==> src/rtl/i2cms_pkg.sv <==
// ----------------------------------------------------------------------------
// i2cms_pkg
// Shared constants and types for the I2C master bit sequencer.
// ----------------------------------------------------------------------------
package i2cms_pkg;

   localparam int TICK_COUNT_WIDTH = 10;
   localparam int PHASE_TICKS_W    = 10;
   localparam int TICK_CMP_W       = (TICK_COUNT_WIDTH + 1 > PHASE_TICKS_W) ?
                                     (TICK_COUNT_WIDTH + 1) : PHASE_TICKS_W;

   localparam logic [PHASE_TICKS_W-1:0] PHASE_TICKS_RESET = PHASE_TICKS_W'(10);

   localparam logic [2:0] CMD_START    = 3'd0;
   localparam logic [2:0] CMD_STOP     = 3'd1;
   localparam logic [2:0] CMD_WRITE    = 3'd2;
   localparam logic [2:0] CMD_READ     = 3'd3;
   localparam logic [2:0] CMD_SEND_ACK = 3'd4;
   localparam logic [2:0] CMD_RECV_ACK = 3'd5;

   typedef enum logic [2:0] {
      OP_SCL0,
      OP_SCL1,
      OP_SDA0,
      OP_SDA1,
      OP_SDA_TXMSB,
      OP_SDA_TXLSB,
      OP_SAMPLE_BIT,
      OP_SAMPLE_ACK
   } op_type;

   typedef struct packed {
      logic       ack_seen;
      logic [7:0] rx_byte;
      logic       done_res;
      logic       busy_res;
      logic       sda_out;
      logic       scl_out;
   } i2cms_result_type;

endpackage

==> src/rtl/i2cms_seq.sv <==
// ----------------------------------------------------------------------------
// i2cms_seq
// Command phase sequencer: holds the line state and advances it one tick per
// step, presenting the result of that tick.
// ----------------------------------------------------------------------------
module i2cms_seq (
   input  logic                                clock,
   input  logic                                reset,
   input  logic                                step,
   input  logic                                cmd_valid,
   input  logic [2:0]                          mode,
   input  logic [7:0]                          tx_byte,
   input  logic                                sda_in,
   input  logic [i2cms_pkg::PHASE_TICKS_W-1:0] phase_ticks,
   output i2cms_pkg::i2cms_result_type         next_result
);
   import i2cms_pkg::*;

   function automatic logic [4:0] phase_total(input logic [2:0] cmd);
      case (cmd)
         CMD_START:    phase_total = 5'd4;
         CMD_STOP:     phase_total = 5'd3;
         CMD_WRITE:    phase_total = 5'd24;
         CMD_READ:     phase_total = 5'd25;
         CMD_SEND_ACK: phase_total = 5'd3;
         default:      phase_total = 5'd4;
      endcase
   endfunction

   // sub is the position within a three-phase bit slot
   function automatic op_type phase_op(input logic [2:0] cmd, input logic [4:0] p,
                                       input logic [1:0] sub);
      op_type op;
      case (cmd)
         CMD_START: begin
            case (p[1:0])
               2'd0:    op = OP_SDA1;
               2'd1:    op = OP_SCL1;
               2'd2:    op = OP_SDA0;
               default: op = OP_SCL0;
            endcase
         end
         CMD_STOP: begin
            case (p)
               5'd0:    op = OP_SDA0;
               5'd1:    op = OP_SCL1;
               default: op = OP_SDA1;
            endcase
         end
         CMD_WRITE: begin
            case (sub)
               2'd0:    op = OP_SDA_TXMSB;
               2'd1:    op = OP_SCL1;
               default: op = OP_SCL0;
            endcase
         end
         CMD_READ: begin
            if (p == 5'd0) begin
               op = OP_SDA1;
            end else begin
               case (sub)
                  2'd0:    op = OP_SCL1;
                  2'd1:    op = OP_SAMPLE_BIT;
                  default: op = OP_SCL0;
               endcase
            end
         end
         CMD_SEND_ACK: begin
            case (p)
               5'd0:    op = OP_SDA_TXLSB;
               5'd1:    op = OP_SCL1;
               default: op = OP_SCL0;
            endcase
         end
         default: begin
            case (p[1:0])
               2'd0:    op = OP_SDA1;
               2'd1:    op = OP_SCL1;
               2'd2:    op = OP_SAMPLE_ACK;
               default: op = OP_SCL0;
            endcase
         end
      endcase
      return op;
   endfunction

   logic [2:0]                  cmd_ff, cmd_in;
   logic [4:0]                  phase_ff, phase_in;
   logic [1:0]                  sub_ff, sub_in;
   logic [TICK_COUNT_WIDTH-1:0] tick_ff, tick_in;
   logic [7:0]                  tx_ff, tx_in;
   logic [7:0]                  rx_ff, rx_in;
   logic                        scl_ff, scl_in;
   logic                        sda_ff, sda_in_lvl;
   logic                        busy_ff, busy_in;
   logic [7:0]                  rx_hold_ff, rx_hold_in;
   logic                        ack_hold_ff, ack_hold_in;
   logic                        done;

   logic                        do_op;
   logic [PHASE_TICKS_W-1:0]    limit;
   logic [TICK_CMP_W-1:0]       tick_sum;
   logic                        start_ok;

   assign limit    = (phase_ticks == '0) ? PHASE_TICKS_W'(1) : phase_ticks;
   assign tick_sum = TICK_CMP_W'(tick_ff) + TICK_CMP_W'(1);
   assign start_ok = cmd_valid && (mode <= CMD_RECV_ACK);

   always_comb begin
      cmd_in      = cmd_ff;
      phase_in    = phase_ff;
      sub_in      = sub_ff;
      tick_in     = tick_ff;
      tx_in       = tx_ff;
      rx_in       = rx_ff;
      scl_in      = scl_ff;
      sda_in_lvl  = sda_ff;
      busy_in     = busy_ff;
      rx_hold_in  = rx_hold_ff;
      ack_hold_in = ack_hold_ff;
      done        = 1'b0;
      do_op       = 1'b0;

      if (busy_ff) begin
         if (tick_sum >= TICK_CMP_W'(limit)) begin
            phase_in = phase_ff + 5'd1;
            tick_in  = '0;
            sub_in   = ((cmd_ff == CMD_READ) && (phase_ff == 5'd0)) ? 2'd0 :
                       ((sub_ff == 2'd2) ? 2'd0 : sub_ff + 2'd1);
            if (phase_in >= phase_total(cmd_ff)) begin
               busy_in  = 1'b0;
               done     = 1'b1;
               phase_in = '0;
               if (cmd_ff == CMD_READ) begin
                  rx_hold_in = rx_ff;
               end
            end else begin
               do_op = 1'b1;
            end
         end else begin
            tick_in = tick_sum[TICK_COUNT_WIDTH-1:0];
         end
      end else if (start_ok) begin
         cmd_in   = mode;
         phase_in = '0;
         sub_in   = '0;
         tick_in  = '0;
         tx_in    = tx_byte;
         if (mode == CMD_READ) begin
            rx_in = '0;
         end
         busy_in = 1'b1;
         do_op   = 1'b1;
      end

      if (do_op) begin
         case (phase_op(cmd_in, phase_in, sub_in))
            OP_SCL0: scl_in = 1'b0;
            OP_SCL1: scl_in = 1'b1;
            OP_SDA0: sda_in_lvl = 1'b0;
            OP_SDA1: sda_in_lvl = 1'b1;
            OP_SDA_TXMSB: begin
               sda_in_lvl = tx_in[7];
               tx_in      = {tx_in[6:0], 1'b0};
            end
            OP_SDA_TXLSB:  sda_in_lvl = tx_in[0];
            OP_SAMPLE_BIT: rx_in = {rx_in[6:0], sda_in};
            default:       ack_hold_in = sda_in;
         endcase
      end
   end

   always_ff @(posedge clock) begin
      if (reset) begin
         cmd_ff      <= '0;
         phase_ff    <= '0;
         sub_ff      <= '0;
         tick_ff     <= '0;
         tx_ff       <= '0;
         rx_ff       <= '0;
         scl_ff      <= 1'b1;
         sda_ff      <= 1'b1;
         busy_ff     <= 1'b0;
         rx_hold_ff  <= '0;
         ack_hold_ff <= 1'b1;
      end else if (step) begin
         cmd_ff      <= cmd_in;
         phase_ff    <= phase_in;
         sub_ff      <= sub_in;
         tick_ff     <= tick_in;
         tx_ff       <= tx_in;
         rx_ff       <= rx_in;
         scl_ff      <= scl_in;
         sda_ff      <= sda_in_lvl;
         busy_ff     <= busy_in;
         rx_hold_ff  <= rx_hold_in;
         ack_hold_ff <= ack_hold_in;
      end
   end

   assign next_result.scl_out  = scl_in;
   assign next_result.sda_out  = sda_in_lvl;
   assign next_result.busy_res = busy_in;
   assign next_result.done_res = done;
   assign next_result.rx_byte  = rx_hold_in;
   assign next_result.ack_seen = ack_hold_in;

   a_phase_in_range: assert property (@(posedge clock) disable iff (reset)
      busy_ff |-> (phase_ff < phase_total(cmd_ff)))
      else $error("phase index past end of command");

   a_idle_counters_clear: assert property (@(posedge clock) disable iff (reset)
      !busy_ff |-> (phase_ff == 5'd0) && (tick_ff == '0))
      else $error("counters not clear while idle");

   a_start_enters_phase0: assert property (@(posedge clock) disable iff (reset)
      (step && !busy_ff && start_ok) |=> busy_ff && (phase_ff == 5'd0) && (tick_ff == '0))
      else $error("command start did not enter phase zero");

   a_done_ends_busy: assert property (@(posedge clock) disable iff (reset)
      (step && done) |=> !busy_ff && $past(busy_ff))
      else $error("done without running command");

endmodule

==> src/rtl/i2c_master_bit_sequencer_top.sv <==
// ----------------------------------------------------------------------------
// i2c_master_bit_sequencer_top
// I2C master line sequencer with stream request/response channels.
// ----------------------------------------------------------------------------
// Each request transaction is one bus tick and produces exactly one response
// transaction in the next cycle, carrying the SCL/SDA drive levels and status
// after that tick. A request is taken in every clock while the response side
// keeps rsp_tready high; the sequencer state advances only on accepted ticks.
// The user must write phase_ticks through csr_wr_en/csr_wr_data only while no
// command is running; the block itself does not enforce this.
module i2c_master_bit_sequencer_top (
   input  logic                                clock,
   input  logic                                reset,
   input  logic                                req_tvalid,
   output logic                                req_tready,
   input  logic [15:0]                         req_tdata,   // tx_byte, sda_in, zero pad
   input  logic [3:0]                          req_tuser,   // cmd_valid, mode
   output logic                                rsp_tvalid,
   input  logic                                rsp_tready,
   output logic [15:0]                         rsp_tdata,   // scl_out, sda_out, busy_res,
                                                            // done_res, rx_byte, ack_seen,
                                                            // zero pad
   input  logic                                csr_wr_en,
   input  logic [i2cms_pkg::PHASE_TICKS_W-1:0] csr_wr_data
);
   import i2cms_pkg::*;

   logic                     accept;
   logic                     rsp_valid_ff, rsp_valid_in;
   i2cms_result_type         rsp_data_ff;
   i2cms_result_type         next_result;
   logic [PHASE_TICKS_W-1:0] phase_ticks_ff;

   assign req_tready   = !rsp_valid_ff || rsp_tready;
   assign accept       = req_tvalid && req_tready;
   assign rsp_valid_in = accept || (rsp_valid_ff && !rsp_tready);

   i2cms_seq u_seq (
      .clock       (clock),
      .reset       (reset),
      .step        (accept),
      .cmd_valid   (req_tuser[0]),
      .mode        (req_tuser[3:1]),
      .tx_byte     (req_tdata[7:0]),
      .sda_in      (req_tdata[8]),
      .phase_ticks (phase_ticks_ff),
      .next_result (next_result)
   );

   always_ff @(posedge clock) begin
      if (reset) begin
         phase_ticks_ff <= PHASE_TICKS_RESET;
         rsp_valid_ff   <= 1'b0;
      end else begin
         if (csr_wr_en) begin
            phase_ticks_ff <= csr_wr_data;
         end
         rsp_valid_ff <= rsp_valid_in;
      end
   end

   always_ff @(posedge clock) begin
      if (accept) begin
         rsp_data_ff <= next_result;
      end
   end

   assign rsp_tvalid = rsp_valid_ff;
   assign rsp_tdata  = {3'b000, rsp_data_ff};

   a_accept_gives_rsp: assert property (@(posedge clock) disable iff (reset)
      accept |=> rsp_valid_ff)
      else $error("accepted tick produced no response");

endmodule
==> config.mk <==
export PLATFORM = sky130hd
export DESIGN_NAME = i2c_master_bit_sequencer_top
export DESIGN_NICKNAME = d
export VERILOG_FILES = /design/src/rtl/i2cms_pkg.sv /design/src/rtl/i2cms_seq.sv /design/src/rtl/i2c_master_bit_sequencer_top.sv
export SDC_FILE = /design/constraint.sdc
export NUM_CORES = 1
export LEC_CHECK = 0
export BUFFER_PORTS_ARGS = -buffer_cell sky130_fd_sc_hd__buf_4
export CAP_MARGIN = 20
export CORE_MARGIN = 2
export CORE_UTILIZATION = 45
export DETAILED_ROUTE_END_ITERATION = 16
export PLACE_DENSITY = 0.77
export SYNTH_ARGS = -nofsm -noshare
export SYNTH_HDL_FRONTEND = slang
export SYNTH_SLANG_ARGS = --single-unit
==> constraint.sdc <==
create_clock -name clock -period 12.05 [get_ports clock]
set_input_delay 2.41 -clock clock [delete_from_list [all_inputs] [get_ports clock]]
set_output_delay 2.41 -clock clock [all_outputs]
set_load 0.02 [all_outputs]
==> results.py <==
metrics = {
    "power": {
        "p_int_uw": 380,
        "p_seq_frac": 0.490,
        "swShare": 0.282,
        "p_sw_uw": 149,
        "finalPower_uw": 528,
        "clock_power_share": 0.359,
        "ir_drop_v": 0.0000765,
        "p_per_area_nw_per_um2": 113,
        "combPwrFrac": 0.151,
        "leakage_nw": 1.95,
    },
    "run": {
        "drv_cap": 0,
    },
    "sta": {
        "rsz0062_at_grt": "no",
        "fin_skew_ns": 0.00466,
        "min_period_ns": 5.32,
        "setup_tns_ns": 0,
        "timing.final.crit_share": 0.441,
        "holdWs_ns": 0.455,
        "max_clock_freq_mhz": 188,
        "max_slew_margin": 0.355,
        "slew_violations": 0,
        "hold_viol": 0,
        "tightestPinTransition_ns": 0.960,
        "setup_viol": 0,
    },
    "worst_setup_path": {
        "critPathKind": "input pin to register",
        "cp.required_ns": 12.26,
        "worstSetupStartpointType": "input pin",
        "slowest_stage": "mux2i_1",
        "path_cells": "buf_4 > nand2b_1 > a21oi_1 > buf_4 > mux2i_1 > nand3_1 > a211oi_1 > nand2_1 > mux2i_1 > nand2_1 > nand3_1 > a21oi_1",
        "endpoint_kind": "register",
        "critPathArrivalTime_ns": 5.52,
        "worstPathMaxFanout": 16,
        "cpPeakStageDelay_ns": 0.75,
        "crit_family": "multiplexers",
        "cp_num_buf_inv": 2,
    },
    "cts": {
        "clock_latency_ns": 0.35,
        "cts_repair_resize_count": 0,
        "cts_root_buffer": "clkbuf_8",
        "cts_tree": "done",
        "clk_pin_slew_ns": 0.08,
        "numCtsBuffers": 9,
        "htree_levels": 3,
        "cts_hold_buf": 0,
        "clock-sinks": 72,
        "postCtsSetupRepairBufs": 0,
        "clk_path_buf_depth": 2,
    },
    "floorplan": {
        "coreArea_um2": 8810,
        "start_util": 0.467,
        "core.rowCount": 34,
        "die_x_um": 99.6,
        "die_h_um": 99.6,
        "die-area_um2": 9930,
        "io_pins": 53,
    },
    "cells_and_area": {
        "antenna_cells": 0,
        "fillCellCount": 824,
        "syn_to_final_growth_pct": 13.3,
        "nNetsFinal": 578,
        "fin_util": 0.530,
        "layout-drive-gt1-share": 0.147,
    },
    "logic_synthesis": {
        "post-synth-top-area-fraction": 0.287,
        "synth_area_leaders": "dfxtp_1 29%, edfxtp_1 9.5%, nand2_1 6.7%",
        "ys_ff_latch": 72,
        "synth-xor-area-share": 0.0319,
        "synth.avg_cell_area_um2": 8.33,
        "synth_top_family_by_area": "simple AND/OR/NAND/NOR gates",
        "syn-cell-area_um2": 4120,
        "synth_fa_ha_area_frac": 0.0547,
        "synth_ff_type": "dfxtp_1",
        "yosys.area_share.simple": 0.215,
        "synth.largest_area_cell": "dfxtp_1",
        "yosysWarnings": 0,
        "synthMuxAreaShare": 0.0936,
        "async_reset_ff_frac": 0,
        "synth_edf_count": 13,
        "synth_compound_area_frac": 0.177,
        "synth_cells": 494,
        "synth.distinct_cells": 57,
        "yosysSeqAreaShare": 0.382,
    },
    "grt": {
        "grt_max_degree": 59,
        "grt_pass1_vias": 3473,
        "gr-total-overflow": 0,
        "grt_first_pass_wirelength_mm": 16.0,
        "grt_usage": 0.198,
        "antenna_found_initial": 0,
    },
    "hold_path": {
        "min_path_type": "register to register",
    },
    "routing": {
        "ant_nets": 0,
        "drc": 0,
        "num_vias": 3631,
        "dr.pass1.iters": 5,
        "viasPerCell": 5.69,
        "wirelength_mm": 9.36,
        "dr.first_iter.drc_count": 202,
        "wire_per_inst_um": 14.7,
    },
    "outcome": {
        "status": "finished, final reports clean",
    },
    "place": {
        "place_congestion": 0.904,
        "port_buffers": 42,
        "dp_hpwl_mm": 6.74,
    },
}
[stage by stage]
| stage | instances | setup WS, ns | instance area [um2] |
|---|---|---|---|
| 2_1_floorplan | 496 | 6.99 | 4120 |
| 3_3_place_gp | 622 | 6.45 | 4470 |
| 3_5_place_dp | 622 | 6.43 | 4470 |
| 4_1_cts | 638 | 6.77 | 4660 |
| 5_1_grt | 638 | 6.23 | 4660 |
| 6_report | 638 | 6.73 | 4660 |
[cell families (layout without fill, tap and decap cells)]
logic type | after synthesis | in the layout
AND/OR/NAND/NOR | 197 | 197
AO/OA/AOI/OAI | 110 | 110
flip-flops | 72 | 72
buffers and inverters | 44 | 78
multiplexers | 37 | 37
adder cells (fa/ha/maj) | 18 | 18
XOR/XNOR | 15 | 15
other | 1 | 3
[synth_stat cells (11+ instances only)]
cell type,number
mux2i_1,25
a21oi_1,41
a22oi_1,18
ha_1,18
clkbuf_1,17
edfxtp_1,13
nand3_1,19
mux2_2,11
dfxtp_1,59
nand2_1,74
nor2_1,59
xnor2_1,11
inv_1,18
nor3_1,13
[power groups by stage]
stage / sequential (mW) / combinational, mW / clock [mW]
after floorplan: 0.265 / 0.0535 / 0
after global placement: 0.264 / 0.0767 / 0
after detailed placement: 0.264 / 0.0791 / 0
after CTS: 0.259 / 0.0795 / 0.194
after global routing: 0.260 / 0.0889 / 0.204
final: 0.259 / 0.0798 / 0.190
[tightest hold or removal path, delay by kind of cell, from the launching register on]
kind,cells,cell delay [ns]
DFF,1,0.31
and+or+nand+nor,1,0.05
AOI/OAI and AO/OA,1,0.05
[sequential cells by signal (all words and copies together) (netlist names)]
name               flops
rsp_tdata             13
u_seq.tick_ff         10
u_seq.sda_ff           1
u_seq.tx_ff            8
rsp_tvalid             1
u_seq.phase_ff         5
u_seq.cmd_ff           3
u_seq.busy_ff          1
u_seq.rx_hold_ff       8
u_seq.rx_ff            8
u_seq.sub_ff           2
u_seq.ack_hold_ff      1
u_seq.scl_ff           1
phase_ticks_ff        10
[area by class of cell]
type	count	area (um2)	area share
clock inverter	6	68.8	0.0148
inverter	18	67.6	0.0145
clock buffer	10	128	0.0274
timing repair buffer	44	330	0.0708
tap	108	135	0.0290
multi-input combinational	380	2360	0.507
sequential	72	1570	0.337
[routing by layer]
layer | track usage | vias up | wire, um | share of wire
li1 | - | 1814 | - | -
met1 | 0.242 | 1718 | 4190 | 0.45
met2 | 0.347 | 84 | 4660 | 0.50
met3 | 0.0365 | 15 | 337 | 0.036
met4 | 0.0706 | 0 | 167 | 0.018
met5 | 0 | - | 0 | 0
[path summary, 6_finish.rpt]
path	slack [ns]	cells past startpoint	start	end
worst min register to register	0.46	2	u_seq.rx_hold_ff[3]$_SDFFE_PP0P_	u_seq.rx_hold_ff[3]$_SDFFE_PP0P_
worst max register to register	7.52	15	u_seq.tick_ff[0]$_SDFFE_PP0P_	rsp_tdata[1]$_DFFE_PP_
worst min-delay path	0.46	2	u_seq.rx_hold_ff[3]$_SDFFE_PP0P_	u_seq.rx_hold_ff[3]$_SDFFE_PP0P_
worst max-delay path	6.73	12	req_tuser[0]	u_seq.tx_ff[2]$_SDFFE_PP0P_
[placed cells by master, fill, tap and decap left out, types with 3 or more instances in the layout]
cell type,instances
nor4_1,3
dfxtp_1,59
a31oi_1,3
mux2_2,11
nand4_1,3
o22ai_1,3
a211oi_1,5
nand2_1,74
clkinvlp_4,4
buf_4,44
nand2b_1,5
a22oi_1,18
o21ai_0,10
nor3_1,13
and3_1,3
xnor2_1,11
nor2_1,59
mux2i_1,25
edfxtp_1,13
conb_1,3
a21o_1,6
inv_1,18
xor2_1,4
ha_1,18
a21oi_1,41
nor2b_1,4
clkbuf_8,9
o211ai_1,4
nand3_1,19
Power figures use the tool's default switching activity.
